--- config.mk ---
export PLATFORM = sky130hd
export DESIGN_NAME = i2c_target_command_buffer
export DESIGN_NICKNAME = d
export VERILOG_FILES = /design/src/rtl/i2ctcb_pkg.sv /design/src/rtl/i2ctcb_ram.sv /design/src/rtl/i2c_target_command_buffer.sv
export SDC_FILE = /design/constraint.sdc
export NUM_CORES = 1
export LEC_CHECK = 0
export BUFFER_PORTS_ARGS = -buffer_cell sky130_fd_sc_hd__buf_2
export CAP_MARGIN = 25
export CORE_MARGIN = 1
export CORE_UTILIZATION = 45
export DETAILED_ROUTE_END_ITERATION = 7
export SYNTH_ARGS = -nofsm -noshare
export SYNTH_HDL_FRONTEND = slang
export SYNTH_SLANG_ARGS = --single-unit
--- constraint.sdc ---
create_clock -name clk_i -period 4.55 [get_ports clk_i]
set_clock_uncertainty 0.05 [all_clocks]
set_input_delay 0.91 -clock clk_i [delete_from_list [all_inputs] [get_ports clk_i]]
set_output_delay 0.91 -clock clk_i [all_outputs]
set_load 0.03 [all_outputs]
--- src/rtl/i2ctcb_pkg.sv ---
// Shared constants and types of the I2C target command buffer.
`default_nettype none
package i2ctcb_pkg;

  localparam int BUFFER_SIZE = 32;
  // address width of both stores, width of the reply pointer (0..BUFFER_SIZE)
  localparam int AW = $clog2(BUFFER_SIZE);
  localparam int IW = $clog2(BUFFER_SIZE + 1);

  localparam logic [AW-1:0] RX_LIMIT = AW'(BUFFER_SIZE - 1);
  localparam logic [IW-1:0] REPLY_END = IW'(BUFFER_SIZE);

  typedef enum logic [2:0] {
    CMD_ADDR_WRITE = 3'd0,
    CMD_DATA_BYTE  = 3'd1,
    CMD_STOP       = 3'd2,
    CMD_ADDR_READ  = 3'd3,
    CMD_DATA_ACK   = 3'd4,
    CMD_DATA_NACK  = 3'd5,
    CMD_TICK       = 3'd6
  } cmd_e;

  // command bytes recognized by the parser
  localparam logic [7:0] OP_WDOG_B0   = 8'h01;
  localparam logic [7:0] OP_WDOG_B1   = 8'h02;
  localparam logic [7:0] OP_SYS_RESET = 8'h06;
  localparam logic [7:0] OP_REPLY     = 8'h07;
  localparam logic [7:0] REPLY_BYTE   = 8'h67;

  typedef enum logic [1:0] {
    ST_IDLE,
    ST_RD0,
    ST_RD1,
    ST_FIN
  } state_e;

  typedef struct packed {
    logic       acked;
    logic       tx_valid;
    logic [7:0] tx_byte;
    logic       watchdog_reset_request;
    logic       system_reset_request;
    logic       listening;
  } result_t;

endpackage
`default_nettype wire

--- src/rtl/i2ctcb_ram.sv ---
// Simple dual-port RAM, one write and one registered read port.
`default_nettype none
module i2ctcb_ram #(
  parameter int WIDTH = 8,
  parameter int DEPTH = 32
) (
  input  wire                      clk_i,
  input  wire                      we_i,
  input  wire [$clog2(DEPTH)-1:0]  waddr_i,
  input  wire [WIDTH-1:0]          wdata_i,
  input  wire                      re_i,
  input  wire [$clog2(DEPTH)-1:0]  raddr_i,
  output logic [WIDTH-1:0]         rdata_o
);

  logic [WIDTH-1:0] mem_q [DEPTH];

  always_ff @(posedge clk_i) begin
    if (we_i) begin
      mem_q[waddr_i] <= wdata_i;
    end
  end

  always_ff @(posedge clk_i) begin
    if (re_i) begin
      rdata_o <= mem_q[raddr_i];
    end
  end

endmodule
`default_nettype wire

--- src/rtl/i2c_target_command_buffer.sv ---
// Top level of the I2C target command buffer: event sequencer around two stores.
`default_nettype none
// Usage
//   Slave channel (s_axis): one bus event or periodic tick per transfer.
//     tuser carries the event code, tdata the received byte and the fault bit.
//   Master channel (m_axis): exactly one result per accepted event.
//   Every event walks the same sequence: accept (ST_IDLE), read for
//   receive byte 0 and the reply byte (ST_RD0), read for receive byte 1
//   (ST_RD1), then update and result load (ST_FIN). The single read port
//   of each store and its registered read set it. The result sits in an
//   output register, so the next event is accepted in ST_IDLE while a
//   finished result still waits. A stalled receiver holds the sequencer in
//   ST_FIN only when the output register is still full.
//   Reset: listening set, counts and pointer cleared, and every entry of both
//   stores reads as zero through per-entry valid flags (no clearing pass).
//   A parse tick clears those flags as it commits, so it costs no extra time.
module i2c_target_command_buffer (
  input  wire         clk_i,
  input  wire         rst_ni,
  input  wire         s_axis_tvalid_i,
  output logic        s_axis_tready_o,
  input  wire  [15:0] s_axis_tdata_i,   // [7:0] data, [8] bus_fault, rest zero
  input  wire  [2:0]  s_axis_tuser_i,   // [2:0] cmd
  output logic        m_axis_tvalid_o,
  input  wire         m_axis_tready_i,
  output logic [15:0] m_axis_tdata_o    // [0] acked, [1] tx_valid, [9:2] tx_byte,
                                        // [10] watchdog_reset_request,
                                        // [11] system_reset_request, [12] listening
);
  import i2ctcb_pkg::*;

  state_e state_q, state_d;

  // captured event
  logic [2:0] cmd_q;
  logic [7:0] data_q;
  logic       fault_q;

  // architectural state outside the stores
  logic [AW-1:0]          rcnt_q, rcnt_d;
  logic [IW-1:0]          ridx_q, ridx_d;
  logic                   listen_q, listen_d;
  logic [BUFFER_SIZE-1:0] rx_vld_q, rx_vld_d;
  logic [BUFFER_SIZE-1:0] rp_vld_q, rp_vld_d;

  logic [7:0] b0_q;

  // output register
  logic    out_vld_q, out_vld_d;
  result_t out_q, res;

  // store ports
  logic          rx_we, rx_re, rp_we, rp_re;
  logic [AW-1:0] rx_waddr, rx_raddr;
  logic [7:0]    rx_wdata, rp_wdata, rx_rdata, rp_rdata;
  logic [7:0]    b0, b1, rp_byte;
  logic [IW-1:0] rd_idx;
  logic          rd_in_range;
  logic          commit;

  i2ctcb_ram #(.WIDTH(8), .DEPTH(BUFFER_SIZE)) u_rx_ram (
    .clk_i   (clk_i),
    .we_i    (rx_we),
    .waddr_i (rx_waddr),
    .wdata_i (rx_wdata),
    .re_i    (rx_re),
    .raddr_i (rx_raddr),
    .rdata_o (rx_rdata)
  );

  i2ctcb_ram #(.WIDTH(8), .DEPTH(BUFFER_SIZE)) u_reply_ram (
    .clk_i   (clk_i),
    .we_i    (rp_we),
    .waddr_i ('0),
    .wdata_i (rp_wdata),
    .re_i    (rp_re),
    .raddr_i (rd_idx[AW-1:0]),
    .rdata_o (rp_rdata)
  );

  assign s_axis_tready_o = (state_q == ST_IDLE);
  assign m_axis_tvalid_o = out_vld_q;
  assign m_axis_tdata_o  = {3'b000, out_q.listening, out_q.system_reset_request,
                            out_q.watchdog_reset_request, out_q.tx_byte,
                            out_q.tx_valid, out_q.acked};

  // reply pointer for this event: a read address restarts at byte 0
  assign rd_idx      = (cmd_q == CMD_ADDR_READ) ? '0 : ridx_q;
  assign rd_in_range = (rd_idx < REPLY_END);

  // receive bytes as the parser sees them: unwritten or uncounted read as 0
  assign b0 = (rx_vld_q[0] && (rcnt_q != '0)) ? b0_q : 8'h00;
  assign b1 = (rx_vld_q[1] && (rcnt_q > AW'(1))) ? rx_rdata : 8'h00;
  assign rp_byte = (rd_in_range && rp_vld_q[rd_idx[AW-1:0]]) ? rp_rdata : 8'h00;

  // read side of the sequence
  always_comb begin
    rx_re    = (state_q == ST_RD0) || (state_q == ST_RD1);
    rx_raddr = (state_q == ST_RD1) ? AW'(1) : '0;
    rp_re    = (state_q == ST_RD0);
  end

  // result and state update, applied on commit in ST_FIN
  always_comb begin
    state_d   = state_q;
    commit    = 1'b0;
    rcnt_d    = rcnt_q;
    ridx_d    = ridx_q;
    listen_d  = listen_q;
    rx_vld_d  = rx_vld_q;
    rp_vld_d  = rp_vld_q;
    out_vld_d = out_vld_q & ~m_axis_tready_i;
    rx_we     = 1'b0;
    rx_waddr  = rcnt_q;
    rx_wdata  = data_q;
    rp_we     = 1'b0;
    rp_wdata  = (b0 == OP_REPLY) ? REPLY_BYTE : 8'h00;
    res       = '0;

    if (cmd_q == CMD_TICK) begin
      if (fault_q) begin
        listen_d = 1'b1;
      end else if (!listen_q) begin
        // parse: flags out, reply refilled, receive store emptied
        res.watchdog_reset_request = (b0 == OP_WDOG_B0) && (b1 == OP_WDOG_B1);
        res.system_reset_request   = (b0 == OP_SYS_RESET);
        rp_we       = 1'b1;
        rp_vld_d    = '0;
        rp_vld_d[0] = 1'b1;
        rx_vld_d    = '0;
        listen_d    = 1'b1;
      end
    end else if (listen_q && (cmd_q <= CMD_DATA_NACK)) begin
      res.acked = 1'b1;
      unique case (cmd_q)
        CMD_ADDR_WRITE: rcnt_d = '0;
        CMD_DATA_BYTE: begin
          if (rcnt_q < RX_LIMIT) begin
            rx_we            = 1'b1;
            rx_vld_d[rcnt_q] = 1'b1;
            rcnt_d           = rcnt_q + AW'(1);
          end
        end
        CMD_STOP: listen_d = 1'b0;
        CMD_ADDR_READ, CMD_DATA_ACK: begin
          res.tx_valid = 1'b1;
          res.tx_byte  = rp_byte;
          ridx_d       = rd_in_range ? rd_idx + IW'(1) : rd_idx;
        end
        default: ;
      endcase
    end
    res.listening = listen_d;

    unique case (state_q)
      ST_IDLE: if (s_axis_tvalid_i) state_d = ST_RD0;
      ST_RD0:  state_d = ST_RD1;
      ST_RD1:  state_d = ST_FIN;
      ST_FIN: begin
        if (!out_vld_q || m_axis_tready_i) begin
          commit    = 1'b1;
          out_vld_d = 1'b1;
          state_d   = ST_IDLE;
        end
      end
      default: state_d = ST_IDLE;
    endcase

    // nothing reaches the stores or state unless the event commits
    if (!commit) begin
      rx_we    = 1'b0;
      rp_we    = 1'b0;
      rcnt_d   = rcnt_q;
      ridx_d   = ridx_q;
      listen_d = listen_q;
      rx_vld_d = rx_vld_q;
      rp_vld_d = rp_vld_q;
    end
  end

  always_ff @(posedge clk_i or negedge rst_ni) begin
    if (!rst_ni) begin
      state_q   <= ST_IDLE;
      rcnt_q    <= '0;
      ridx_q    <= '0;
      listen_q  <= 1'b1;
      rx_vld_q  <= '0;
      rp_vld_q  <= '0;
      out_vld_q <= 1'b0;
    end else begin
      state_q   <= state_d;
      rcnt_q    <= rcnt_d;
      ridx_q    <= ridx_d;
      listen_q  <= listen_d;
      rx_vld_q  <= rx_vld_d;
      rp_vld_q  <= rp_vld_d;
      out_vld_q <= out_vld_d;
    end
  end

  // payload registers
  always_ff @(posedge clk_i) begin
    if (s_axis_tvalid_i && s_axis_tready_o) begin
      cmd_q   <= s_axis_tuser_i;
      data_q  <= s_axis_tdata_i[7:0];
      fault_q <= s_axis_tdata_i[8];
    end
    if (state_q == ST_RD1) begin
      b0_q <= rx_rdata;
    end
    if (commit) begin
      out_q <= res;
    end
  end

endmodule
`default_nettype wire
After elaboration in Yosys (flattened, before gate mapping):

Memory sizes are Yosys's and may differ from the RTL's. A register that Yosys moved wholly into a read port is not among the register bits.
Cells that the tools add are included.

* register bits after elaboration: 89
* latch bits: 0
* bits in writable memories: 480
* ROM bits: 0
* input bits: 23
* output and inout bits: 18
* logic and storage cells: 125
* memories: 2

Memories
* u_rx_ram.mem_q: depth 32, bits a word 8, rd ports 1, clocked after Yosys merged registers in 1, write ports 1, RTL line i2ctcb_ram.sv:16 `logic [WIDTH-1:0] mem_q [DEPTH];`
* u_reply_ram.mem_q: depth 32, bits a word 7, rd ports 1, clocked after Yosys merged registers in 1, write ports 1, RTL line i2ctcb_ram.sv:16

* add/subtract/negate cells: 2
* $mul: 0
* div/mod/pow operators: 0
* magnitude comparators: 7
* equal/unequal tests: 17
* shift operators: 0
* muxes and demuxes: 44
* bitwise gates (word level): 9
* reduce and logical (&&, ||, !) cells: 26

Operators by type and width (number)
* 32-bit 2-to-1 mux: 6
* 32-bit OR: 1
* 8-bit 2-to-1 mux: 3
* 1-bit 2-to-1 mux: 23
* 8-bit by 3-bit equality test with 1-bit output, second input constant: 2
* 5-bit by 6-bit less-than comparator with 1-bit output, second input constant: 2
* 6-bit 2-to-1 mux: 2
* 10-bit 2-to-1 mux: 1
* 2-bit inequality test, second input constant: 5
* 5-bit case mux with 2 select lines: 1
* 9-bit 2-to-1 mux: 1
* 8-bit by 1-bit equality test with 1-bit output, second input constant: 1
* 8-bit by 2-bit equality test with 1-bit output, second input constant: 1
* 2-bit case mux with 4 select lines: 1
* 4-bit AND reduction: 2
* 2-bit nonzero test: 4
* 1-bit logical AND: 7
* 7-bit 2-to-1 mux: 1
* 1-bit inverter: 7
* 6-bit by 1-bit adder with 6-bit output, second input constant: 1
* 3-bit by 2-bit equality test with 1-bit output, second input constant: 2
* 3-bit equality test, second input constant: 2
* 6-bit less-than comparator, second input constant: 1
* 6-bit AND reduction: 1
* 23 further kinds: 27

Longest topological paths before layout:

* word-level depth: 9
* depth in mapped cells: 7
* depth with buffers taken out: 6

By module:

A second synthesis with hierarchy kept.

* cell total of the unflattened synthesis: 1020
* area, all modules: 22599.2 um^2

Modules (own cells, without submodules)
* i2ctcb_ram: times used 2, cells an instance 417, area each 10133.5 um^2, sequential area each 7927.6 um^2
* i2c_target_command_buffer: times used 1, cells an instance 186, area each 2332.2 um^2, sequential area each 1442.6 um^2

Worst setup path after synthesis:

No wires, ideal clock.

* kind: input port to flip-flop
* from: input m_axis_tready_i
* to: memory u_rx_ram.mem_q[1][0], enable pin
* setup time: 0.386 ns
* arrival: 2.066 ns
* data required time: 4.114 ns
* setup slack: 2.048 ns
* stages: 4
* path buffers: 1
* path through: nand2b_1 buf_2 nand4_1 nor3_1

* longest elaborated chain between the ends: 6

Ends and longest elaborated chain
* start, declared: RTL line i2c_target_command_buffer.sv:25 `input wire m_axis_tready_i,`
* 1-bit logical OR: RTL line i2c_target_command_buffer.sv:160 `if (!out_vld_q || m_axis_tready_i) begin`
* 1-bit 2-to-1 mux: RTL line i2c_target_command_buffer.sv:160
* 1-bit 2-to-1 mux: RTL line i2c_target_command_buffer.sv:155 `unique case (state_q)`
* 1-bit 2-to-1 mux: RTL line i2c_target_command_buffer.sv:170 `if (!commit) begin`
* 1-bit 2-to-1 mux: RTL line i2ctcb_ram.sv:19 `if (we_i) begin`
* 1-bit 2-to-1 mux (not written as such): RTL line i2ctcb_ram.sv:20 `mem_q[waddr_i] <= wdata_i;`
* end, declared: RTL line i2ctcb_ram.sv:16

Every way passes these cells.

Worst setup path in the final report:

* from: register state_q[0]
* to: output s_axis_tready_o

* longest elaborated chain between the ends: 1

Ends and longest elaborated chain
* start, declared: RTL line i2c_target_command_buffer.sv:32 `state_e state_q, state_d;`
* start signal, assigned: RTL line i2c_target_command_buffer.sv:191 `state_q <= state_d;`
* 2-bit logical NOT: RTL line i2c_target_command_buffer.sv:81 `assign s_axis_tready_o = (state_q == ST_IDLE);`
* end, declared: RTL line i2c_target_command_buffer.sv:21 `output logic s_axis_tready_o,`

Every way passes these cells.

==> metrics.cfg <==
[die]
start_util = 0.470
fp.dieW_um = 83.7
dieArea_um2 = 7010
die_y_um = 83.7
ios = 41
num_rows = 29
core_area_um2 = 6390

[detailed_routing]
final_antenna_net_count = 0
wl_um = 4820
drt_iter0_drc = 59
vias = 1702
drc = 0
vias_per_cell = 5.20
wl_per_cell_um = 14.7
drtPass1Iterations = 4

[worst_setup_path]
critPathLaunch = state_q[0]
arrival_ns = 1.27
critPathKind = register to primary output
worst_setup_path_end_kind = primary output
worstReg2RegStart = state_q[0]
path_max_fanout = 4
required_ns = 3.59
startpoint_type = register

[timing]
setup_viol = 0
period_minus_slack_ns = 2.23
worstMarginPinSlew_ns = 0.722
hold_viol = 0
maxSlewViolCount = 0
fin_crit_sh = 0.490
rsz0062_at_grt = false
slew_headroom = 0.519
final.setup.tns_ns = 0
clock.fmax_mhz = 448

[clock_network]
cts_tree = built
post_cts_buffers = 0
cts.clk_slew.worst_paths_ns = 0.08
cts.sinks = 70
cts_max_level = 3
cts_hold_buf = 0
cts_made_buffers = 9
clockBufferDepth = 2
cts.repair.resized = 0
insertion_delay_ns = 0.34
cts-root-buf = clkbuf_8

[global_routing]
grt_pass1_vias = 1694
grt_max_degree = 19
grt_overflow = 0
track_usage = 0.151
grt_antenna_before_repair = 0
grt_pass1_wl_um = 7980

[synthesis]
ys_types = 45
synth_top_area_frac = 0.520
synth_top_area_cell = edfxtp_1
async_flop_share = 0.257
avgSynthCellArea_um2 = 14.0
ys_ff_latch = 70
synth_area_leaders = edfxtp_1 52%, dfrtp_1 14%, mux2_2 3.7%
synth_area_um2 = 3000
synth_edf_count = 52
synthCells = 215
ys_warn_count = 0
ys.flop_type = edfxtp_1
synth.yosys.seq_area_share = 0.670

[placed_design]
gp_congestion = 0.832
io_buffers = 27
hpwl_um = 3330
place_area_um2 = 3160

[min_path]
hold_class = register to register
hp-start = u_reply_ram.mem_q[0][5]

[finish]
final_cell_mix = 52 x edfxtp_1, 27 x buf_2, 17 x dfrtp_1, 13 x nand2_1, 11 x nor2_1
drive_above_1_share = 0.244
syn_to_final_growth_pct = 11.1
layout.nets = 276
final_area_um2 = 3340
final_common_cell = edfxtp_1
n_antenna_cell = 0

[outcome]
outcome = complete, no violations

[power]
leakagePower_nw = 1.28
p_per_area_nw_per_um2 = 572
ir_worst_vdd_mv = 0.277

[flow_run]
cap_violations = 0

## per-layer routing
| metal | global-route usage | share of wire | vias up |
|---|---|---|---|
| met5 | 0 | 0 | - |
| met4 | 0.0909 | 0.013 | 0 |
| met3 | 0.0406 | 0.042 | 6 |
| met2 | 0.223 | 0.46 | 43 |
| met1 | 0.201 | 0.48 | 808 |
| li1 | - | - | 845 |
## through the flow
stage / instances / hold slack, ns / total power (W) / setup WS, ns / utilization
floorplan: 220 / 0.350 / 0.00136 / 2.05 / -
global placement: 311 / 0.373 / 0.00146 / 2.13 / 0.494
detailed placement: 311 / 0.363 / 0.00148 / 2.12 / 0.494
CTS: 327 / 0.395 / 0.00193 / 2.28 / 0.523
global route: 327 / 0.407 / 0.00202 / 2.22 / 0.523
finish: 327 / 0.391 / 0.00191 / 2.32 / 0.523
## worst paths after layout
path,to,slack (ns),cells past startpoint
max in group asynchronous,listen_q,3.68,1
max,s_axis_tready_o,2.32,3
max reg2reg,rcnt_q[3],2.56,5
min in group asynchronous,rcnt_q[0],0.44,1
min reg2reg,u_reply_ram.rdata_o[5],0.39,0
min,u_reply_ram.rdata_o[5],0.39,0
## worst max-delay path, cell delays in order (launching register included)
cell and delay, ns:
dfrtp_1 0.42, inv_1 0.09, ha_1 0.21, buf_2 0.22
## report_power, final
part | switching (W) | total, W | leakage (nW) | internal [W]
Sequential | 0.000105 | 0.00101 | 0.709 | 0.000906
Combinational | 0.000285 | 0.000444 | 0.487 | 0.000159
Clock | 0.000250 | 0.000452 | 0.0824 | 0.000203
## cell usage after synthesis (all sizes together), types with 3 or more instances
cell and n:
a21oi 4, and2 7, buf 14, dfrtp 17, edfxtp 52, ha 8
inv 9, mux2 10, nand2 13, nand2b 5, nand3 10, nand4 7
nor2 11, nor2b 3, nor3 6, nor4 4, o21ai 4
## cell type report
| type | count | area [µm²] |
|---|---|---|
| well taps | 77 | 96.3 |
| multi-input cells | 126 | 862 |
| inverters | 9 | 33.8 |
| fillers | 560 | 3050 |
| repair buffers | 29 | 150 |
| clock inverters | 7 | 57.6 |
| flip-flops and latches | 70 | 2010 |
| clock buffers | 9 | 124 |
## logic make-up after synthesis
logic type | count (synthesis) | share of synthesized area
AO/OA/AOI/OAI | 26 | 0.0650
adder cells (fa/ha/maj) | 8 | 0.0333
buffers and inverters | 24 | 0.0491
flip-flops | 70 | 0.670
multiplexers | 11 | 0.0408
other | 1 | 0.00125
AND/OR/NAND/NOR | 75 | 0.140
## state kept, by name, indices dropped and copies added, names as in the netlist
name and count:
rp_vld_q 1, b0_q 8, m_axis_tdata_o 6, u_rx_ram.mem_q 16, fault_q 1, u_reply_ram.rdata_o 1
u_rx_ram.rdata_o 8, listen_q 1, cmd_q 3, u_reply_ram.mem_q 1, rcnt_q 5, data_q 8
ridx_q 6, state_q 2, m_axis_tvalid_o 1, rx_vld_q 2
Power figures use the tool's default switching activity.
